<file path="config.mk">
export PLATFORM = sky130hd
export DESIGN_NAME = swva_div
export DESIGN_NICKNAME = d
export VERILOG_FILES = /design/src/sv/swva_pkg.sv /design/src/sv/swva_div.sv
export SDC_FILE = /design/constraint.sdc
export NUM_CORES = 1
export LEC_CHECK = 0
export BUFFER_PORTS_ARGS = -buffer_cell sky130_fd_sc_hd__buf_2
export CAP_MARGIN = 10
export CORE_ASPECT_RATIO = 1.75
export CORE_MARGIN = 10
export CORE_UTILIZATION = 50
export CTS_BUF_LIST = sky130_fd_sc_hd__clkbuf_2
export DETAILED_ROUTE_END_ITERATION = 8
export PLACE_DENSITY = 0.75
export SETUP_SLACK_MARGIN = 0.4
export SLEW_MARGIN = 40
export SYNTH_ARGS = -nofsm -noshare
export SYNTH_HDL_FRONTEND = slang
export SYNTH_SLANG_ARGS = --single-unit
</file>
<file path="constraint.sdc">
create_clock -name i_clk -period 5.2 [get_ports i_clk]
set_clock_uncertainty 0.1 [all_clocks]
set_input_delay 0.26 -clock i_clk [delete_from_list [all_inputs] [get_ports i_clk]]
set_output_delay 0.26 -clock i_clk [all_outputs]
set_load 0.02 [all_outputs]
</file>
<file path="src/sv/swva_pkg.sv">
// ----------------------------------------------------------------------------
// Sliding-window vector average package
// Widths, codes, state encoding and the request and response structs shared
// by the averager top level, its divider and its checker.
// ----------------------------------------------------------------------------
package swva_pkg;

    localparam int WINDOW_MAX = 256;
    localparam int SAMPLE_W   = 16;
    localparam int SUM_W      = 24;
    localparam int MEAN_W     = 16;
    localparam int LEN_W      = 9;
    localparam int AXES       = 3;
    localparam int AXIS_W     = $clog2(AXES);
    localparam int PTR_W      = $clog2(WINDOW_MAX);
    localparam int CNT_W      = $clog2(WINDOW_MAX + 1);
    localparam int POS_W      = CNT_W + 1;
    localparam int STEP_W     = $clog2(SUM_W);
    localparam int ENTRY_W    = AXES * SAMPLE_W;

    localparam int IN_TDATA_W   = ((ENTRY_W + 7) / 8) * 8;
    localparam int OUT_FIELDS_W = CNT_W + AXES * SUM_W + AXES * MEAN_W;
    localparam int OUT_TDATA_W  = ((OUT_FIELDS_W + 7) / 8) * 8;
    localparam int OUT_PAD_W    = OUT_TDATA_W - OUT_FIELDS_W;

    localparam int MEAN_LIM = 1 << (MEAN_W - 1);
    localparam logic signed [MEAN_W-1:0] MEAN_MAX = MEAN_W'(MEAN_LIM - 1);
    localparam logic signed [MEAN_W-1:0] MEAN_MIN = MEAN_W'(MEAN_LIM);

    localparam int APB_ADDR_W = 3;
    localparam int APB_DATA_W = 32;
    localparam logic REG_WINDOW_LENGTH = 1'b0;
    localparam logic [LEN_W-1:0] LEN_RESET = LEN_W'(64);

    typedef logic signed [SAMPLE_W-1:0] t_sample;
    typedef logic signed [SUM_W-1:0]    t_sum;
    typedef logic signed [MEAN_W-1:0]   t_mean;

    typedef enum logic {
        OP_APPEND = 1'b0,
        OP_CLEAR  = 1'b1
    } t_opcode;

    typedef enum logic [2:0] {
        ST_IDLE,
        ST_DROP,
        ST_PUSH,
        ST_DIV_START,
        ST_DIV_WAIT,
        ST_LOAD
    } t_state;

    typedef struct packed {
        logic             start;
        t_sum             dividend;
        logic [CNT_W-1:0] divisor;
    } t_div_req;

    typedef struct packed {
        logic  done;
        t_mean quotient;
    } t_div_rsp;

endpackage

</file>
<file path="src/sv/swva_div.sv">
// ----------------------------------------------------------------------------
// Sliding-window vector average divider
// Restoring divider, one quotient bit per cycle, that divides a signed sum by
// an unsigned count, rounds toward zero and saturates to the mean width.
// ----------------------------------------------------------------------------
module swva_div (
    input  logic               i_clk,
    input  logic               i_rst_n,
    input  swva_pkg::t_div_req i_req,
    output swva_pkg::t_div_rsp o_rsp
);

    logic                              r_busy, n_busy;
    logic                              r_done, n_done;
    logic [swva_pkg::STEP_W-1:0]       r_step, n_step;
    logic                              r_neg, n_neg;
    logic [swva_pkg::SUM_W-1:0]        r_quo, n_quo;
    logic [swva_pkg::CNT_W-1:0]        r_rem, n_rem;
    logic [swva_pkg::CNT_W-1:0]        r_div, n_div;
    swva_pkg::t_mean                   r_result, n_result;

    logic [swva_pkg::CNT_W:0]          shifted;
    logic [swva_pkg::CNT_W:0]          diff;
    logic                              fits;
    logic [swva_pkg::SUM_W-1:0]        step_quo;
    logic [swva_pkg::SUM_W-1:0]        magnitude;
    swva_pkg::t_mean                   saturated;

    always_comb begin
        shifted   = {r_rem, r_quo[swva_pkg::SUM_W-1]};
        diff      = shifted - {1'b0, r_div};
        fits      = (shifted >= {1'b0, r_div});
        step_quo  = {r_quo[swva_pkg::SUM_W-2:0], fits};
        magnitude = i_req.dividend[swva_pkg::SUM_W-1]
                  ? swva_pkg::SUM_W'(0) - swva_pkg::SUM_W'(i_req.dividend)
                  : swva_pkg::SUM_W'(i_req.dividend);

        if (r_neg) begin
            if (step_quo > swva_pkg::SUM_W'(swva_pkg::MEAN_LIM)) begin
                saturated = swva_pkg::MEAN_MIN;
            end else begin
                saturated = swva_pkg::MEAN_W'(swva_pkg::SUM_W'(0) - step_quo);
            end
        end else begin
            if (step_quo > swva_pkg::SUM_W'(swva_pkg::MEAN_LIM - 1)) begin
                saturated = swva_pkg::MEAN_MAX;
            end else begin
                saturated = swva_pkg::MEAN_W'(step_quo);
            end
        end

        n_busy   = r_busy;
        n_done   = 1'b0;
        n_step   = r_step;
        n_neg    = r_neg;
        n_quo    = r_quo;
        n_rem    = r_rem;
        n_div    = r_div;
        n_result = r_result;

        if (r_busy) begin
            n_quo  = step_quo;
            n_rem  = fits ? diff[swva_pkg::CNT_W-1:0] : shifted[swva_pkg::CNT_W-1:0];
            n_step = r_step - swva_pkg::STEP_W'(1);
            if (r_step == '0) begin
                n_busy   = 1'b0;
                n_done   = 1'b1;
                n_result = saturated;
            end
        end else if (i_req.start) begin
            n_busy = 1'b1;
            n_step = swva_pkg::STEP_W'(swva_pkg::SUM_W - 1);
            n_neg  = i_req.dividend[swva_pkg::SUM_W-1];
            n_quo  = magnitude;
            n_rem  = '0;
            n_div  = i_req.divisor;
        end
    end

    always_ff @(posedge i_clk) begin
        if (!i_rst_n) begin
            r_busy <= 1'b0;
            r_done <= 1'b0;
        end else begin
            r_busy <= n_busy;
            r_done <= n_done;
        end
        r_step   <= n_step;
        r_neg    <= n_neg;
        r_quo    <= n_quo;
        r_rem    <= n_rem;
        r_div    <= n_div;
        r_result <= n_result;
    end

    assign o_rsp.done     = r_done;
    assign o_rsp.quotient = r_result;

endmodule

</file>
==> impl_metrics.ini, run 1 <==
[synth]
avgSynthCellArea_um2 = 10.2
synth.ff_latch_count = 66
synth_top_area_share_pct = 49.2
synth_fp_nets = 432
yosys-top-cells-count = nand2_1, edfxtp_1, o21ai_0
synthArstFlopShare_pct = 0
yosys_warnings = 0
synth_ff_type = edfxtp_1
synth_edf_count = 64
synth_cell_types = 54
synth.most_common_cell = nand2_1
ys_top_cells_by_area = edfxtp_1, nand2_1, xor2_1, ha_1, o21ai_0
syn_inst = 383
yosysSeqAreaShare_pct = 50.3
synth_area_mm2 = 0.00390
yosysTopAreaCell = edfxtp_1

[clock_network]
clk_path_buf_depth = 2
cts.htree.levels = 3
clock-root-buffer = clkbuf_2
cts_resized = 0
clock_latency_ns = 0.56
numCtsBuffers = 9
cts_sinks = 66
clk_pin_slew_worst_paths_ns = 0.17
cts_tree = built

[grt]
grt_pass1_vias = 3220
antenna_found_initial = 1
grt_max_degree = 65
grt.total_usage_pct = 16.3
grt_overflow = 0
grt_first_pass_wirelength_um = 15300

[finish]
nFillCells = 657
num-nets-final = 504
final_core_util_pct = 60.4
fin_cells = 549
multiInputGateArea_mm2 = 0.00180
syn_to_final_growth_pct = 17.2
regArea_mm2 = 0.00196
drive_above_1_share_pct = 17.6
fin_area_mm2 = 0.00457

[sta]
setup_viol = 0
slew_violations = 0
clock.fmax_mhz = 256
fin_crit_ns = 3.91
setup_slack_ns = 1.29
fin_crit_sh_pct = 75.2
rsz0062_at_grt = false
whs_ns = 0.0140
tightest_slew_ns = 0.678
tns_ns = 0
slew_headroom_pct = 54.8
hold_violations = 0

[critical_path]
critPathKind = flop to flop
critPathLaunch = r_rem[6]
reg2reg_from = r_rem[6]
startpoint_type = flop
reg2reg_slack_ns = 1.29
crit_fanout = 19
crit_required_ns = 5.46
cp-end-kind = flop
critical_path_arrival_ns = 4.17

[power_and_ir_drop]
vdd_drop_max_mv = 0.157
finalPower_mw = 1.26
power_density_mw_per_mm2 = 276
p_leak_nw = 1.79

[routing]
via_per_inst = 5.80
drtPass1Iterations = 5
met3_length_um = 477
ant_nets = 0
drtIter0Drc = 151
wirelength_um = 9210
top_layer = met4
vias = 3182
route.met2.wl_um = 5070
wl_per_cell_um = 16.8
wl_met1_um = 3420
drc = 0

[place]
dp.cells = 509
port_buffers = 52
gp_congestion = 0.875
dpl_cell_area_mm2 = 0.00424
dp_slack_ns = 1.38
dp.final_hpwl_um = 6820

[floorplan]
fp.dieW_um = 86.8
dieArea_mm2 = 0.0119
die_y_um = 137
core-area_mm2 = 0.00757
rows = 42
initial_core_util_pct = 51.6
io_pins = 53

[hold_path]
min-delay-start = i_req[18]
hp-class = input port to flop

[job]
drv_cap = 0

[outcome]
run_status = complete, no violations
-- placed cells by master (no fill, tap or decap), types with 3 or more instances in the layout --
| cell | instances |
|---|---|
| or4_1 | 6 |
| o311ai_0 | 3 |
| o31ai_1 | 11 |
| nor2b_1 | 5 |
| nand3_1 | 7 |
| o41ai_1 | 10 |
| a21oi_1 | 5 |
| nor2_1 | 18 |
| xor2_1 | 21 |
| nor3_1 | 8 |
| buf_2 | 52 |
| nor4_1 | 5 |
| o21ai_0 | 27 |
| inv_1 | 21 |
| nand2_1 | 65 |
| o21ai_1 | 4 |
| a21boi_0 | 4 |
| xnor2_1 | 8 |
| o311ai_1 | 6 |
| dlygate4sd3_1 | 23 |
| or3_1 | 8 |
| buf_4 | 3 |
| ha_1 | 12 |
| or2_2 | 4 |
| clkbuf_2 | 12 |
| nand2b_1 | 4 |
| o21a_1 | 4 |
| edfxtp_1 | 64 |
-- where the power goes --
group          switching (mW)  internal [mW]  total (mW)
Clock                   0.185          0.114       0.299
Sequential             0.0441          0.642       0.686
Combinational           0.156          0.120       0.276
-- state kept, by name, indices dropped and copies added, names as in the netlist --
signal,flops
r_result,16
r_neg,1
r_quo,24
r_done,1
r_step,5
r_div,9
r_busy,1
r_rem,9
-- what timing repair did --
action / in CTS / in global routing
hold buffers: 22 / 1
setup buffers: 0 / 0
endpoints found under the hold margin: 24 / 1
-- metal layers --
metal	vias to the layer above	track usage, %
met5	-	0
met4	0	8.14
met3	14	5.48
met2	71	28.6
met1	1530	16.5
li1	1567	-
-- final cells by class --
class,count,share of cell area [%]
repair buffers,78,11.2
inverters,22,1.81
multi-input cells,278,39.3
well taps,88,2.41
clock buffers,12,1.31
clock inverters,4,0.958
flip-flops and latches,66,42.9
diodes,1,0.0547
-- cells by family (layout without fill, tap and decap cells) --
kind of cell | Yosys count | count (layout) | share of synthesized area [%]
AO/OA/AOI/OAI | 92 | 92 | 16.9
XOR/XNOR | 29 | 29 | 6.51
adder cells (fa/ha/maj) | 13 | 13 | 4.36
buffers and inverters | 39 | 116 | 3.88
flip-flops | 66 | 66 | 50.3
multiplexers | 3 | 3 | 0.802
other | 0 | 1 | 0
AND/OR/NAND/NOR | 141 | 141 | 17.3
-- worst paths after layout --
check                                     to  cells past startpoint
worst max-delay path            r_result[11]                     11
worst min-delay path                r_quo[9]                      3
worst max register to register  r_result[11]                     11
worst min register to register     r_quo[23]                      2
-- critical path, cell delays in order, from the launching register on --
cell      delay [ns]
edfxtp_1        0.45
ha_1            0.37
a21o_1          0.19
a211oi_1        0.33
o221ai_1        0.18
buf_4           0.23
clkinv_1        0.18
ha_1            0.26
nand3_1         0.29
o41ai_2         0.49
nand3_2         0.26
o311ai_1        0.39
No activity file was read; power rests on OpenSTA's default activity.
==> run 2, diff against run 1 <==
==> constraint.sdc (replaced) <==
create_clock -name i_clk -period 3.8 [get_ports i_clk]
set_clock_uncertainty 0.1 [all_clocks]
set_input_delay 0.19 -clock i_clk [delete_from_list [all_inputs] [get_ports i_clk]]
set_output_delay 0.19 -clock i_clk [all_outputs]
set_load 0.02 [all_outputs]
==> run 2 against run 1 <==
Maximum frequency grew 22%. Die area unchanged. Core utilization increased by 2.5 points. Clock power rose by 39%.
==> impl_metrics.ini, run 2 (same netlist as run 1, synthesis figures left out) <==
[grt]
antenna_found_initial = 0
grt_pass1_vias = 3287
grt.total_usage_pct = 16.0
grt_first_pass_wirelength_um = 15200
grt_max_degree = 50
grt_overflow = 0

[sta]
slew_headroom_pct = 51.0
clock.fmax_mhz = 311
tns_ns = 0
hold_violations = 0
fin_crit_ns = 3.21
whs_ns = 0.0253
tightest_slew_ns = 0.735
slew_violations = 0
setup_viol = 0
fin_crit_sh_pct = 84.5
rsz0062_at_grt = false

[routing]
ant_nets = 0
wirelength_um = 9400
drtPass1Iterations = 4
wl_per_cell_um = 16.7
drc = 0
via_per_inst = 5.75
vias = 3234
drtIter0Drc = 216

[job]
drv_cap = 0

[clock_network]
clk_pin_slew_worst_paths_ns = 0.19
numCtsBuffers = 9
clock-root-buffer = clkbuf_2
clock_latency_ns = 0.53
cts_sinks = 66
clk_path_buf_depth = 2
cts.htree.levels = 3
cts_tree = built

[finish]
multiInputGateArea_mm2 = 0.00186
regArea_mm2 = 0.00196
drive_above_1_share_pct = 19.7
syn_to_final_growth_pct = 22.1
final_core_util_pct = 62.9
nFillCells = 659
final_common_cell = nand2_1
top_regs = r_quo: 24 flops, r_result: 16 flops
fin_cells = 562
fin_area_mm2 = 0.00476
largest_reg_flops = 24
top_register = r_quo
most-common-layout-cells = nand2_1, edfxtp_1, buf_2, dlygate4sd3_1, o21ai_0
num-nets-final = 517

[critical_path]
crit_fanout = 8
reg2reg_slack_ns = 0.59
critPathMaxStageDelay_ns = 0.54
worst-path-buf-inv = 2
cp-end-kind = flop
crit_required_ns = 4.06
startpoint_type = flop
path_cells = inv_1 -> ha_1 -> fa_2 -> a21bo_2 -> a21oi_1 -> o221ai_2 -> inv_2 -> ha_4 -> nand3_4 -> o41a_1 -> o41ai_1 -> nand2_1 -> o311ai_1
critPathKind = flop to flop
cpLargestDelayFamily = compound AO/OA/AOI/OAI gates
cpMaxStageDelayCell = o41a_1
critical_path_arrival_ns = 3.47

[place]
port_buffers = 52
dpl_cell_area_mm2 = 0.00424
dp.cells = 510
gp_congestion = 0.847
dp.final_hpwl_um = 6560

[power_and_ir_drop]
switching_share_pct = 31.1
p_clk_share_pct = 23.5
power_density_mw_per_mm2 = 371
vdd_drop_max_mv = 0.212
p_leak_nw = 1.86
p_int_mw = 1.22
power_frac_seq_pct = 53.2
combPwrFrac_pct = 23.3
switching_power_mw = 0.549

[floorplan]
io_pins = 53
die_y_um = 137
fp.dieW_um = 86.8
dieArea_mm2 = 0.0119
initial_core_util_pct = 51.6
core-area_mm2 = 0.00757
rows = 42

[hold_path]
hp-class = input port to flop

[outcome]
run_status = complete, no violations
## run 2: repair_timing
item | 4_1_cts | 5_1_grt
resized for setup | 2 | 9
hold buffers | 33 | 0
endpoints found under the hold margin | 35 | 0
setup buffers | 1 | 1
endpoints found under the setup margin | 4 | 13
pin swaps | 1 | 1
## run 2: worst register-to-register path, delay by kind of cell, from the launching register on
kind                       cells  cell delay [ns]
buffers and inverters          2             0.16
AOI/OAI and AO/OA              6             1.57
adders and majority gates      3             0.56
DFF                            1             0.41
and+or+nand+nor                2             0.23
## run 2: cell type report
cell class                 count  share of cell area, %
tap                           88                   2.31
antenna                        1                 0.0525
timing repair buffer          91                   13.3
clock buffer                  11                   1.16
multi-input combinational    278                   39.1
sequential                    66                   41.2
inverter                      22                   1.73
clock inverter                 5                   1.16
## run 2: power by group through the flow
stage          clock network [mW]  logic [mW]  registers [mW]
2_1_floorplan                   0       0.270           0.928
3_3_place_gp                    0       0.349           0.952
3_5_place_dp                    0       0.357           0.954
4_1_cts                     0.425       0.391           0.939
5_1_grt                     0.452       0.459           0.951
6_report                    0.415       0.412           0.941
## run 2: worst paths after layout
path              startpoint     endpoint  depth (start not counted)
setup reg to reg   r_quo[23]  r_result[3]                         13
setup / recovery   r_quo[23]  r_result[3]                         13
hold reg to reg    r_quo[18]    r_quo[19]                          2
hold / removal     i_req[32]        r_neg                          1
## run 2: per-stage QoR
stage          setup WS [ns]  power [mW]
3_3_place_gp           0.471        1.30
2_1_floorplan          0.496        1.20
3_5_place_dp           0.332        1.31
4_1_cts                0.458        1.75
5_1_grt                0.419        1.86
6_report               0.588        1.77
## run 2: metal layers
layer  routed length [um]  share of wire (%)  GRT usage [%]
met5                    0                  0              0
met4                  314                3.3           10.5
met3                  504                5.4           3.10
met2                 5270                 56           29.0
met1                 3320                 35           15.7
==> run 3, diff against run 2 <==
==> constraint.sdc (replaced) <==
create_clock -name i_clk -period 3.3 [get_ports i_clk]
set_clock_uncertainty 0.1 [all_clocks]
set_input_delay 0.165 -clock i_clk [delete_from_list [all_inputs] [get_ports i_clk]]
set_output_delay 0.165 -clock i_clk [all_outputs]
set_load 0.02 [all_outputs]
==> run 3 against run 2 <==
Sequential share of layout area shrank 3.3 points. Critical path depth is 1 lower. Maximum frequency grew 4.4%. Core utilization rose by 5.4 points. Register-to-register slack lost 0.36 ns. Worst hold slack improved by 0.010 ns. Combinational power up 48%. Global-route usage up 0.30 points.
==> impl_metrics.ini, run 3 (same netlist as run 1, synthesis figures left out) <==
[grt]
met2_usage_pct = 29.2
grt.total_usage_pct = 16.3
antenna_found_initial = 0
grt_max_degree = 63
grt_first_pass_wirelength_um = 15600
grt_pass1_vias = 3404
grt_util_met3_pct = 4.52
busiest_layer = met2
grt_overflow = 0
use_met1_pct = 16.3

[clock_network]
clk_path_buf_depth = 2
cts_sinks = 66
clock-root-buffer = clkbuf_2
cts.htree.levels = 3
numCtsBuffers = 9
clk_pin_slew_worst_paths_ns = 0.18
cts_tree = built
clock_latency_ns = 0.54

[routing]
drtIter0Drc = 141
wirelength_um = 10100
drtPass1Iterations = 4
wl_per_cell_um = 17.3
drc = 0
ant_nets = 0
via_per_inst = 5.89
vias = 3420

[sta]
fin_crit_sh_pct = 93.2
slew_headroom_pct = 29.8
clock.fmax_mhz = 325
tns_ns = 0
setup_viol = 0
fin_crit_ns = 3.08
rsz0062_at_grt = true
tightest_slew_ns = 1.05
slew_violations = 0
hold_violations = 0

[critical_path]
worst_path_most_repeated_cell = ha_4
critical_path_arrival_ns = 3.34
reg2reg_slack_ns = 0.22
critPathKind = flop to flop
path_cells = ha_4 -> a21o_1 -> a211oi_2 -> o221ai_4 -> clkinv_4 -> ha_4 -> nand3_4 -> o41a_1 -> buf_6 -> o41ai_2 -> nand2_1 -> o311ai_2
r2r.worst_path.cells = 12
cp-end-kind = flop
crit_required_ns = 3.56
startpoint_type = flop
critPathMaxStageDelay_ns = 0.51
r2r_end = r_result[8]
crit_fanout = 6
cpMaxStageDelayCell = o41a_1
reg2reg_from = r_rem[6]

[finish]
regArea_mm2 = 0.00196
multiInputGateArea_mm2 = 0.00208
top_register = r_quo
final_common_cell = edfxtp_1
most-common-layout-cells = edfxtp_1, nand2_1, buf_2, dlygate4sd3_1, o21ai_0
num-nets-final = 537
final_core_util_pct = 68.4
nFillCells = 568
largest_reg_flops = 24
drive_above_1_share_pct = 27.2
syn_to_final_growth_pct = 32.5
diodes = 0
top_regs = r_quo: 24 flops, r_result: 16 flops

[power_and_ir_drop]
p_int_mw = 1.57
p_clk_share_pct = 24.8
combPwrFrac_pct = 27.0
switching_share_pct = 30.6
p_leak_nw = 2.03
switching_power_mw = 0.691
power_density_mw_per_mm2 = 436
vdd_drop_max_mv = 0.387
power_frac_seq_pct = 48.2

[floorplan]
initial_core_util_pct = 51.6
rows = 42
die_y_um = 137
dieArea_mm2 = 0.0119
core-area_mm2 = 0.00757
fp.dieW_um = 86.8
io_pins = 53

[place]
port_buffers = 52
gp_congestion = 0.874
dp.final_hpwl_um = 6490

[hold_path]
min-delay-start = i_req[33]
holdPathStages = 2
hp-class = input port to flop
worst_hold_path.endpoint = r_div[1]

[outcome]
run_status = complete, no violations

[job]
drv_cap = 0
[run 3: changes by cell type in the layout (fill, tap and decap cells not counted), sizes merged]
cell	before	now
bufinv	1	2
diode	1	0
buf	58	77
inv	22	21
nand3	8	9
clkbuf	11	13
clkinvlp	2	0
[run 3: worst max path at each step]
stage          startpoint           end  slack (ns)  cells past startpoint
2_1_floorplan    r_rem[6]  r_result[10]        0.41                     11
3_3_place_gp    r_quo[23]   r_result[9]        0.25                     10
3_5_place_dp     r_rem[6]   r_result[9]        0.20                      8
4_1_cts          r_div[0]   r_result[9]        0.31                     13
5_1_grt          r_rem[6]   r_result[3]        0.10                     12
6_report         r_rem[6]   r_result[8]        0.22                     12
[run 3: routing by layer]
metal,wire [um],vias up
li1,-,1631
met1,3580,1637
met2,5550,115
met3,595,37
met4,352,0
met5,0,-
[run 3: repair_timing]
item,CTS,global route
gates cloned,1,0
hold buffers,33,0
hold endpoints to repair,35,0
buffers inserted,7,13
resized for setup,24,17
endpoints found under the setup margin,12,14
pin swaps,13,14
[run 3: layout make-up]
cell class | instances | share of cell area, %
Inverter | 22 | 1.69
Clock buffer | 13 | 1.26
Timing Repair Buffer | 110 | 15.5
Sequential cell | 66 | 37.9
Multi-Input combinational cell | 279 | 40.3
Tap cell | 88 | 2.13
Clock inverter | 3 | 1.23
[run 3: per-stage QoR]
stage               hold WS [ns]  cells  instance area (um^2)  power [mW]  setup slack, ns
global placement           0.242    511                  4290        1.51            0.253
CTS                      0.00762    568                  4970        2.17            0.306
global route             0.00635    581                  5170        2.36            0.101
detailed placement         0.243    511                  4300        1.53            0.200
floorplan                  0.164    383                  3950        1.40            0.410
finish                    0.0354    581                  5170        2.26            0.225
[run 3: worst max-delay path: cells and delay by family (launching register included)]
family | cells | cell delay, ns
AOI/OAI and AO/OA | 6 | 1.44
DFF | 1 | 0.49
adders and majority gates | 2 | 0.40
buffers and inverters | 2 | 0.25
and+or+nand+nor | 2 | 0.22
[run 3: power by group through the flow]
stage,sequential [mW],combinational [mW],clock [mW]
detailed placement,1.10,0.432,0
floorplan,1.07,0.329,0
global route,1.10,0.668,0.598
finish,1.09,0.610,0.559
global placement,1.09,0.417,0
CTS,1.08,0.528,0.561
