[src/sv/swva_ram.sv]
// ----------------------------------------------------------------------------
// Generic single-port-write RAM
// One write port and one read port with registered read data.
// ----------------------------------------------------------------------------
module swva_ram #(
    parameter int WIDTH = 8,
    parameter int DEPTH = 16
) (
    input  logic                     i_clk,
    input  logic                     i_we,
    input  logic [$clog2(DEPTH)-1:0] i_waddr,
    input  logic [WIDTH-1:0]         i_wdata,
    input  logic                     i_re,
    input  logic [$clog2(DEPTH)-1:0] i_raddr,
    output logic [WIDTH-1:0]         o_rdata
);

    logic [WIDTH-1:0] r_mem [DEPTH];
    logic [WIDTH-1:0] r_rdata;

    always_ff @(posedge i_clk) begin
        if (i_we) begin
            r_mem[i_waddr] <= i_wdata;
        end
        if (i_re) begin
            r_rdata <= r_mem[i_raddr];
        end
    end

    assign o_rdata = r_rdata;

endmodule

[config.mk]
export PLATFORM = sky130hd
export DESIGN_NAME = swva_ram
export DESIGN_NICKNAME = d
export VERILOG_FILES = /design/src/sv/swva_ram.sv
export SDC_FILE = /design/constraint.sdc
export NUM_CORES = 1
export LEC_CHECK = 0
export BUFFER_PORTS_ARGS = -buffer_cell sky130_fd_sc_hd__buf_4
export CAP_MARGIN = 20
export CELL_PAD_IN_SITES_DETAIL_PLACEMENT = 2
export CELL_PAD_IN_SITES_GLOBAL_PLACEMENT = 2
export CORE_AREA = 10 10 123 114
export CTS_CLUSTER_SIZE = 8
export DETAILED_ROUTE_END_ITERATION = 10
export DIE_AREA = 0 0 133 124
export GPL_TIMING_DRIVEN = 1
export HOLD_SLACK_MARGIN = 0.1
export PLACE_DENSITY_LB_ADDON = 0.25
export SETUP_SLACK_MARGIN = 0.2
export SYNTH_ARGS = -nofsm -noshare
export SYNTH_HDL_FRONTEND = slang
export SYNTH_SLANG_ARGS = --single-unit
[constraint.sdc]
create_clock -name i_clk -period 3.45 [get_ports i_clk]
set_clock_uncertainty 0.15 [all_clocks]
set_input_delay 0.69 -clock i_clk [delete_from_list [all_inputs] [get_ports i_clk]]
set_output_delay 0.69 -clock i_clk [all_outputs]
set_load 0.005 [all_outputs]
==> results by group, run 1 <==
Run status
  • Status: complete, no violations

Clock tree
  • Clk sinks: 136
  • Max clock buf depth: 2
  • Clock root buffer: clkbuf_16
  • Post-CTS Hold Fix Bufs: 0
  • Clock transition at path regs: 60 ps
  • Post-CTS sizing: 0
  • H-tree Lvls: 4
  • CTS buffer count: 17
  • Clk_lat worst skew: 430 ps
  • Number of setup buffers added after CTS: 0
  • CTS tree: yes

Logic synthesis
  • Syn nets: 248
  • Synth async-reset ratio: 0%
  • Synth top area cells: edfxtp_1 78%, mux4_2 7.8%, mux4_1 7.0%
  • XOR/XNOR Fraction of Synth Area: 0%
  • Post-synth EDFFs: 136
  • Area leader, netlist: edfxtp_1
  • Synthesis-stage register bit count: 136
  • Library cells used by synthesis: 18
  • Yosys warning count: 0
  • Syn Area/Cell: 22.83 µm²
  • Synth Area in Compound Gates: 2.298%
  • Register area share after synthesis: 78.12%
  • Synth top area share: 78.12%
  • Post-synthesis mux area share: 14.79%
  • Post-Synth Adder-Cell Area: 0%
  • Post-Synth Simple-Gate Area: 3.135%
  • Largest family of logic cells by synthesized area: multiplexers
  • Main synth FF type: edfxtp_1
  • Synth Instances: 229
  • Mapped Area: 5228 µm²

GRT
  • Met2 usage in global routing: 29.29%
  • Global-route wire length before repair: 20,090 µm
  • Vias in the first global route: 2,881
  • Largest net degree at the start of global routing: 33
  • Busiest metal layer after global routing: met2
  • Initial antenna violation count: 0
  • GRT Util Overall: 17.54%
  • Met3 Track Usage GR: 5.113%
  • Global Route met1 Usage: 21.17%
  • Grt total ovfl: 0

STA
  • Final Hold Violating Endpoints: 0
  • Unrepaired setup endpoints after global routing: no
  • Fin crit share: 65.73%
  • Fmax: 441.0 MHz
  • Actual transition at the worst max-transition pin: 1098 ps
  • Max Slew Vio Count: 0
  • Min Tclk post-route: 2268 ps
  • Setup tns final: 0 ps
  • Rel. slew slack: 26.55%
  • Setup violators final: 0

Floorplanning
  • Die span in x: 133 µm
  • I/O Pins: 27
  • Row cnt: 37
  • Die height: 124 µm
  • Full die area: 16,490 µm²
  • Core area: 11,340 µm²
  • Initial core utilization: 46.09%

Placement
  • Port Buf Inserts: 26
  • Detailed Place HPWL: 8300 µm
  • GPL Wtd Cong: 0.6808
  • Post-Place Cells: 416

Setup path
  • Worst path cell trace: buf_4 > buf_4 > mux4_1 > a22oi_1 > nand2_1
  • Req. time, crit path: 3450 ps
  • FF-to-FF path depth: 3
  • Peak fanout along the critical path: 30
  • Buf/Inv on CP: 2
  • Worst r2r src: r_mem[0][0]
  • Startpoint Class: input pin
  • CP most frequent cell: buf_4
  • CP Class: in2reg
  • Slowest Stage Delay on Critical Path: 550 ps
  • Flop-to-flop setup slack: 1640 ps
  • Data arrival time of the worst path: 2270 ps
  • CP Capture Type: flop
  • Kind of cell adding the most delay to the critical path: buffers and inverters
  • Slowest CP cell: mux4_1
  • Setup crit start: i_raddr[0]
  • Reg2Reg Capture Point: o_rdata[0]

Worst hold path
  • Hold path startpoint: i_wdata[6]
  • Hold Path End: r_mem[8][6]
  • Hold Crit Class: in2reg
  • Number of stages on the worst hold path: 1

Layout
  • Area delta synth->final: 20.56%
  • Fin cells: 448
  • Multi-input logic area: 1057 µm²
  • ANT cells: 0
  • Final #Nets: 298
  • Layout cells sized above 1: 30.14%
  • Fill cells: 965
  • Area taken by flip-flops and latches: 4084 µm²

Route
  • # DRC: 0
  • Routed Wire Length: 13,520 µm
  • First DRT Iteration DRCs: 251
  • Avg Vias per Cell: 5.701
  • Pre-antenna DRT Iters: 7
  • Antenna viol nets, final: 0
  • Total vias in the final route: 2,554
  • Routed WL per cell: 30.18 µm

Power
  • Net Sw Power: 822.6 µW
  • VDD IR-drop max: 0.3745 mV
  • PwrDens: 653.0 nW/µm²
  • LEAKAGE: 0.002124 µW
  • Clock network power share: 49.9%
  • Sw frac: 19.99%
  • Gate power share: 4.5%
  • Tot Pwr: 4115 µW
  • Sequential share of power: 45.6%
  • Power Internal: 3293 µW

Run
  • Max cap viols: 0
[stage by stage]
stage               instance area, µm²  setup WS (ps)  hold WS (ps)  util, %
detailed placement                5644          696.1         611.9    49.76
CTS                               6302           1158         416.8    55.57
finish                            6302           1182         431.4    55.57
floorplan                         5228           1117         554.8        -
global placement                  5644          799.5         592.0    49.76
global route                      6302           1071         420.3    55.57
[state kept, by name, summed over array words and instances (netlist names)]
register and count:
r_mem 128, o_rdata 8
[routing by layer]
metal	up-vias	wire, µm
met3	10	594
met2	75	6944
met5	-	0
met4	0	202
met1	1387	5777
li1	1082	-
[power groups by stage]
stage	clock [µW]	combinational (µW)	sequential, µW
after floorplan	0	93.9	1900
after global placement	0	175	1900
after detailed placement	0	187	1910
after CTS	2090	189	1880
after global routing	2150	201	1880
final	2060	184	1880
[final cells by class]
cell class / count / area share, %
Clock buffer: 19 / 6.869
Clock inverter: 13 / 3.574
Multi-Input combinational cell: 83 / 16.78
Sequential cell: 136 / 64.80
Tap cell: 156 / 3.097
Timing Repair Buffer: 41 / 4.884
[cell usage after synthesis, types with 2 or more instances]
cell type,n
nand2b_1,2
buf_6,3
nand3b_1,2
mux4_1,14
a22oi_1,16
edfxtp_1,136
clkdlybuf4s25_2,3
nor3_1,4
nor2_1,13
nand2_1,9
mux4_2,18
buf_2,3
[layout by cell type (no fill, tap or decap), drive strengths merged, types with 2 or more instances in the layout]
cell type / instances
edfxtp: 136
buf: 41
a22oi: 16
nor3: 4
nand2: 9
nor2: 13
mux4: 32
nand2b: 2
bufinv: 6
clkinv: 4
clkbuf: 19
clkinvlp: 2
nand3b: 2
[logic make-up (layout without fill, tap and decap cells)]
| group | Yosys count | count (layout) |
|---|---|---|
| flops | 136 | 136 |
| simple gates | 35 | 35 |
| mux | 32 | 32 |
| compound gates | 16 | 16 |
| buf+inv | 10 | 73 |
[how the worst max path moves through the flow]
stage | endpoint | depth (start not counted) | slack, ps
2_1_floorplan | r_mem[0][0] | 2 | 1120
3_3_place_gp | o_rdata[2] | 5 | 800
3_5_place_dp | o_rdata[2] | 5 | 700
4_1_cts | o_rdata[2] | 5 | 1160
5_1_grt | o_rdata[2] | 5 | 1070
6_report | o_rdata[2] | 5 | 1180
[worst register-to-register path: stages (launching register included)]
cell and delay (ps):
edfxtp_1 460, mux4_1 550, a22oi_1 240, nand2_1 130
Note: power is estimated with default switching activity, not from simulation.
==> run 2: changes to the inputs <==
==> constraint.sdc (replaced) <==
create_clock -name i_clk -period 2.17 [get_ports i_clk]
set_clock_uncertainty 0.15 [all_clocks]
set_input_delay 0.434 -clock i_clk [delete_from_list [all_inputs] [get_ports i_clk]]
set_output_delay 0.434 -clock i_clk [all_outputs]
set_load 0.005 [all_outputs]
==> run 2 against run 1 <==
Power up 49%. Die area unchanged. Clock-buffer cell count unchanged. Final cell count up 2.2%. Core utilization up 0.31 points. Combinational power up 76%. Largest power group is now registers. Register-to-register slack worse by 1300 ps.
==> results by group, run 2 (synthesized netlist as in run 1, its figures left out) <==
Clock tree
  • Number of setup buffers added after CTS: 0 (unchanged)
  • H-tree Lvls: 4 (unchanged)
  • Post-CTS sizing: 0 (unchanged)
  • Max clock buf depth: 2 (unchanged)
  • Clk_lat worst skew: 420 ps (about the same)
  • CTS tree: yes
  • CTS buffer count: 17 (unchanged)
  • Clock transition at path regs: 60 ps (about the same)
  • Clk sinks: 136 (unchanged)
  • Clock root buffer: clkbuf_16
  • Post-CTS Hold Fix Bufs: 0 (unchanged)

STA
  • Unrepaired setup endpoints after global routing: no
  • Fin crit share: 82.36%
  • Actual transition at the worst max-transition pin: 387.0 ps (-710.7 ps)
  • Final setup margin: 382.7 ps (-799.5 ps)
  • Rel. slew slack: 74.20% (+48 points)
  • Final Hold Violating Endpoints: 0 (unchanged)
  • Hold_ws: 183.5 ps (-247.9 ps)
  • Max Slew Vio Count: 0 (unchanged)
  • Setup tns final: 0 ps (unchanged)
  • Min Tclk post-route: 1787 ps
  • Setup violators final: 0 (unchanged)
  • Fmax: 559.5 MHz

Worst hold path
  • Hold Path End: r_mem[15][5]
  • Hold path startpoint: i_wdata[5]
  • Hold Crit Class: in2reg
  • Number of stages on the worst hold path: 1 (unchanged)

GRT
  • Grt total ovfl: 0 (unchanged)
  • Vias in the first global route: 2,880 (-0.035%)
  • Global-route wire length before repair: 21,220 µm (+5.6%)
  • Initial antenna violation count: 0 (unchanged)
  • Largest net degree at the start of global routing: 17 (-48%)
  • GRT Util Overall: 18.47% (+0.93 points)

Run
  • Max cap viols: 0 (unchanged)

Setup path
  • Reg2Reg Capture Point: o_rdata[3]
  • Slowest CP cell: mux4_1
  • Req. time, crit path: 2160 ps (-1290 ps)
  • Slowest Stage Delay on Critical Path: 610 ps (+60 ps)
  • Startpoint Class: input pin
  • Flop-to-flop setup slack: 390 ps (-1250 ps)
  • CP Capture Type: flop
  • CP Class: in2reg
  • CP most frequent cell: buf_4
  • Data arrival time of the worst path: 1780 ps (-490 ps)
  • Worst r2r src: r_mem[1][3]
  • Peak fanout along the critical path: 8 (-73%)
  • Worst path cell trace: buf_4 > buf_4 > mux4_1 > a22oi_1 > nand2_1
  • FF-to-FF path depth: 3 (unchanged)

Layout
  • Area delta synth->final: 21.23%
  • Top reg by flops: r_mem
  • Final #Nets: 308 (+3.4%)
  • Max FFs per register: 128 (unchanged)
  • Commonest cells after routing, fill and taps aside: 136 x edfxtp_1, 47 x buf_4, 18 x mux4_2
  • Commonest non-fill, non-tap cell in the layout: edfxtp_1
  • ANT cells: 0 (unchanged)
  • Layout cells sized above 1: 32.45% (+2.3 points)

Power
  • Net Sw Power: 1330 µW (+62%)
  • Gate power share: 5.3% (+0.8 points)
  • Sw frac: 21.75% (+1.8 points)
  • Power Internal: 4785 µW (+45%)
  • LEAKAGE: 0.002147 µW (+1.1%)
  • PwrDens: 964.8 nW/µm² (+48%)
  • Clock network power share: 45.9% (-4.0 points)
  • VDD IR-drop max: 0.6619 mV (+77%)
  • Sequential share of power: 48.8% (+3.2 points)

Route
  • Routed Wire Length: 14,360 µm (+6.2%)
  • # DRC: 0 (unchanged)
  • Pre-antenna DRT Iters: 4 (-3)
  • Routed WL per cell: 31.35 µm (+3.9%)
  • Total vias in the final route: 2,617 (+2.5%)
  • First DRT Iteration DRCs: 270 (+7.6%)
  • Avg Vias per Cell: 5.714 (+0.23%)
  • Antenna viol nets, final: 0 (unchanged)

Placement
  • Port Buf Inserts: 26 (unchanged)
  • Setup WS pre-CTS: -54.49 ps (-750.5 ps)
  • GPL Wtd Cong: 0.7214 (+6.0%)
  • Detailed Place HPWL: 8581 µm (+3.4%)

Floorplanning
  • Die height: 124 µm (unchanged)
  • Core area: 11,340 µm² (unchanged)
  • Initial core utilization: 46.09% (unchanged)
  • Die span in x: 133 µm (unchanged)
  • Row cnt: 37 (unchanged)
  • I/O Pins: 27 (unchanged)
  • Full die area: 16,490 µm² (unchanged)

Run status
  • Status: complete, no violations
-- run 2: cell count changes in the layout (fill, tap and decap cells not counted), sizes merged --
cell / previous run / this run
clkinv: 4 / 7
buf: 41 / 51
clkinvlp: 2 / 3
bufinv: 6 / 2
-- run 2: critical path: cells and delay by family --
family	cells	cell delay, ps
simple gates	1	130
mux	1	610
buf+inv	2	380
compound gates	1	220
-- run 2: how the worst max path moves through the flow --
stage               startpoint    endpoint  slack [ps]  depth (start not counted)
CTS                 i_raddr[0]  o_rdata[0]         350                          5
global route        i_raddr[0]  o_rdata[5]         330                          5
finish              i_raddr[0]  o_rdata[5]         380                          5
floorplan           i_raddr[0]  o_rdata[1]         300                          5
global placement    i_raddr[0]  o_rdata[7]          30                          6
detailed placement  i_raddr[0]  o_rdata[1]         -50                          5
-- run 2: layout make-up --
cell class | count | area, µm²
clock inverters | 13 | 130.1
flip-flops and latches | 136 | 4084
multi-input cells | 83 | 1062
clock buffers | 19 | 432.9
repair buffers | 51 | 432.9
well taps | 156 | 195.2
fillers | 950 | 5005
-- run 2: per-stage QoR --
| stage | util [%] | cells | power, µW | cell area (µm²) |
|---|---|---|---|---|
| 6_report | 55.87 | 458 | 6114 | 6337 |
| 5_1_grt | 55.87 | 458 | 6295 | 6337 |
| 4_1_cts | 55.87 | 458 | 6164 | 6337 |
| 3_5_place_dp | 50.91 | 426 | 3356 | 5774 |
| 3_3_place_gp | 50.91 | 426 | 3330 | 5774 |
| 2_1_floorplan | - | 229 | 3176 | 5233 |
-- run 2: power by group through the flow --
stage	clock network, µW	logic, µW	registers, µW
6_report	2810	323	2990
5_1_grt	2960	351	2990
4_1_cts	2850	330	2990
3_5_place_dp	0	320	3040
3_3_place_gp	0	300	3030
2_1_floorplan	0	150	3030
-- run 2: routing by layer --
metal | track usage [%] | vias up | part of all wire (%)
li1 | - | 1104 | -
met1 | 24.96 | 1422 | 47
met2 | 28.92 | 85 | 49
met3 | 5.233 | 6 | 4.1
met4 | 5.014 | 0 | 0.59
met5 | 0 | - | 0
==> run 3: changes to the inputs <==
--- a/config.mk
+++ b/config.mk
@@ -5,14 +5,15 @@
 export SDC_FILE = /design/constraint.sdc
 export NUM_CORES = 1
 export LEC_CHECK = 0
+export ABC_AREA = 1
 export BUFFER_PORTS_ARGS = -buffer_cell sky130_fd_sc_hd__buf_4
 export CAP_MARGIN = 20
 export CELL_PAD_IN_SITES_DETAIL_PLACEMENT = 2
 export CELL_PAD_IN_SITES_GLOBAL_PLACEMENT = 2
-export CORE_AREA = 10 10 123 114
+export CORE_AREA = 10 10 144 133
 export CTS_CLUSTER_SIZE = 8
 export DETAILED_ROUTE_END_ITERATION = 10
-export DIE_AREA = 0 0 133 124
+export DIE_AREA = 0 0 154 143
 export GPL_TIMING_DRIVEN = 1
 export HOLD_SLACK_MARGIN = 0.1
 export PLACE_DENSITY_LB_ADDON = 0.25
==> constraint.sdc (replaced) <==
create_clock -name i_clk -period 1.5 [get_ports i_clk]
set_clock_uncertainty 0.15 [all_clocks]
set_input_delay 0.3 -clock i_clk [delete_from_list [all_inputs] [get_ports i_clk]]
set_output_delay 0.3 -clock i_clk [all_outputs]
set_load 0.005 [all_outputs]
==> run 3 against run 2 <==
The flow now finishes with violations (negative setup slack). Worst hold slack gained 0.56 ps. First-iteration DRC count grew 12%. Routed wire length grew 28%. Final area grew 17%. Critical path type is now reg2out. Critical endpoint is now o_rdata[6]. Largest power group unchanged. Highest routed layer unchanged.
==> results by group, run 3 <==
STA
  • Setup tns final: -24.94 ps (-24.94 ps)
  • Final Hold Violating Endpoints: 0 (unchanged)
  • Setup violators final: 1 (+1)
  • Unrepaired setup endpoints after global routing: yes
  • Hold_ws: 184.1 ps (+0.5580 ps)
  • Min Tclk post-route: 1525 ps
  • Actual transition at the worst max-transition pin: 455.6 ps (+68.57 ps)
  • Fmax: 655.8 MHz
  • Rel. slew slack: 69.59% (-4.6 points)
  • Fin crit share: 101.7%
  • Max Slew Vio Count: 0 (unchanged)
  • Final setup margin: -24.94 ps (-407.7 ps)

Clock tree
  • Number of setup buffers added after CTS: 0 (unchanged)
  • Clock transition at path regs: 60 ps (about the same)
  • CTS buffer count: 17 (unchanged)
  • H-tree Lvls: 4 (unchanged)
  • Max clock buf depth: 2 (unchanged)
  • Clk sinks: 136 (unchanged)
  • CTS tree: yes
  • Clk_lat worst skew: 440 ps (+20 ps)
  • Clock root buffer: clkbuf_16

Run status
  • Status: finished with violations
  • Violated checks: negative setup slack

Logic synthesis
  • Main synth FF type: edfxtp_1
  • Library cells used by synthesis: 11 (-7)
  • Synth async-reset ratio: 0% (unchanged)
  • Syn nets: 570 (+130%)
  • Post-synth EDFFs: 136 (unchanged)
  • Mapped Area: 5847 µm² (+12%)
  • Top post-synthesis cells by count: 173 x nand2_1, 136 x edfxtp_1, 100 x inv_1
  • Area leader, netlist: edfxtp_1
  • Synth Instances: 551 (+140%)
  • Register area share after synthesis: 69.85% (-8.3 points)
  • Synth top area cells: edfxtp_1 70%, nand2_1 11%, nand3_1 8.3%
  • Yosys warning count: 0 (unchanged)
  • Most frequent cell after synthesis: nand2_1
  • Synth top area share: 69.85% (-8.3 points)
  • Syn Area/Cell: 10.61 µm² (-54%)
  • Synthesis-stage register bit count: 136 (unchanged)

Floorplanning
  • Die span in x: 154 µm (+16%)
  • I/O Pins: 27 (unchanged)
  • Full die area: 22,020 µm² (+34%)
  • Die height: 143 µm (+15%)
  • Initial core utilization: 36.50% (-9.6 points)
  • Row cnt: 44 (+19%)
  • Core area: 16,020 µm² (+41%)

Power
  • Net Sw Power: 2146 µW (+61%)
  • Gate power share: 8.0% (+2.7 points)
  • VDD IR-drop max: 0.8233 mV (+24%)
  • Sequential share of power: 48.4% (-0.4 points)
  • LEAKAGE: 0.003153 µW (+47%)
  • Power Internal: 6781 µW (+42%)
  • Clock network power share: 43.6% (-2.3 points)
  • PwrDens: 1200 nW/µm² (+24%)
  • Sw frac: 24.04% (+2.3 points)

Setup path
  • Buf/Inv on CP: 1 (-1)
  • Slowest CP cell: edfxtp_1
  • Data arrival time of the worst path: 1070 ps (-710 ps)
  • CP Class: reg2out
  • Kind of cell adding the most delay to the critical path: flip-flops
  • Req. time, crit path: 1050 ps (-1110 ps)
  • Flop-to-flop setup slack: 210 ps (-180 ps)
  • Startpoint Class: flop
  • CP Capture Type: output pin
  • Slowest Stage Delay on Critical Path: 480 ps (-130 ps)
  • Peak fanout along the critical path: 1 (-7)
  • Worst path cell trace: buf_6

Layout
  • Commonest non-fill, non-tap cell in the layout: nand2_1
  • Commonest cells after routing, fill and taps aside: 157 x nand2_1, 136 x edfxtp_1, 94 x inv_1
  • Fill cells: 1,643 (+73%)
  • Final #Nets: 633 (+110%)
  • Fin cells: 834 (+82%)
  • ANT cells: 0 (unchanged)
  • Top reg by flops: r_mem
  • Layout cells sized above 1: 26.00% (-6.5 points)
  • Area taken by flip-flops and latches: 4084 µm² (unchanged)
  • Area delta synth->final: 27.28%
  • Max FFs per register: 128 (unchanged)
  • Multi-input logic area: 1499 µm² (+41%)

GRT
  • GRT Util Overall: 17.30% (-1.2 points)
  • Grt total ovfl: 0 (unchanged)
  • Largest net degree at the start of global routing: 47 (+30)
  • Global-route wire length before repair: 28,390 µm (+34%)
  • Initial antenna violation count: 0 (unchanged)
  • Vias in the first global route: 4,752 (+65%)

Route
  • Total vias in the final route: 4,100 (+57%)
  • Pre-antenna DRT Iters: 4 (unchanged)
  • Routed Wire Length: 18,450 µm (+28%)
  • # DRC: 0 (unchanged)
  • First DRT Iteration DRCs: 302 (+12%)
  • Avg Vias per Cell: 4.916 (-14%)
  • Routed WL per cell: 22.12 µm (-29%)
  • Antenna viol nets, final: 0 (unchanged)

Run
  • Max cap viols: 0 (unchanged)

Placement
  • GPL Wtd Cong: 0.7502 (+4.0%)
  • Setup WS pre-CTS: -204.2 ps (-149.7 ps)
  • Post-Place Cells: 793 (+86%)
  • Detailed Place HPWL: 11,850 µm (+38%)
  • Port Buf Inserts: 26 (unchanged)

Worst hold path
  • Hold Crit Class: in2reg
## run 3: cell types whose count changed after synthesis, sizes merged, moves of 4 or more
cell | before | now
nor2 | 13 | 17
nand2 | 9 | 173
a22oi | 16 | 0
mux4 | 32 | 0
nand3 | 1 | 97
inv | 0 | 102
nor3 | 4 | 0
buf | 7 | 24
## run 3: worst min-delay path: cells and delay by family
family,cells,cell delay (ps)
and+or+nand+nor,2,160
buffers and inverters,1,190
## run 3: logic make-up (layout without fill, tap and decap cells)
| logic type | after synthesis | count (layout) | synth area share (%) |
|---|---|---|---|
| flops | 136 | 136 | 69.85 |
| buf+inv | 126 | 202 | 9.394 |
| simple gates | 289 | 289 | 20.76 |
## run 3: final cells by class
type / instances / share of cell area, %
sequential: 136 / 54.88
inverter: 102 / 5.145
tap: 207 / 3.480
multi-input combinational: 289 / 20.14
timing repair buffer: 68 / 9.129
clock buffer: 17 / 5.716
clock inverter: 15 / 1.513
## run 3: path summary, 6_finish.rpt
kind	end	start	depth (start not counted)
worst max register to register	o_rdata[3]	r_mem[2][3]	6
worst max-delay path	o_rdata[6]	o_rdata[6]	1
worst min register to register	o_rdata[0]	r_mem[5][0]	6
worst min-delay path	o_rdata[6]	i_raddr[3]	3
## run 3: per-layer routing
layer  routed length, µm  GRT usage (%)
met5                   0              0
met4                 343          6.706
met3                 567          3.934
met2                9393          30.31
met1                8141          20.18
## run 3: metrics by stage
stage / instance area [µm²] / total power (µW) / util [%]
after global placement: 6510 / 4978 / 40.64
final: 7442 / 8927 / 46.45
after CTS: 7201 / 8945 / 44.95
after global routing: 7442 / 9215 / 46.45
after detailed placement: 6510 / 5019 / 40.64
after floorplan: 5862 / 4685 / -
## run 3: what timing repair did
item | 4_1_cts | 5_1_grt
pin swaps | 1 | 24
hold buffers | 9 | 0
endpoints found under the setup margin | 14 | 16
gates cloned | 0 | 0
hold endpoints to repair | 136 | 0
resized for setup | 16 | 60
## run 3: power by group through the flow
stage          Combinational (µW)  Sequential [µW]  Clock, µW
6_report                      719             4320       3890
5_1_grt                       789             4320       4100
4_1_cts                       676             4320       3950
3_5_place_dp                  626             4390          0
3_3_place_gp                  592             4390          0
2_1_floorplan                 304             4380          0
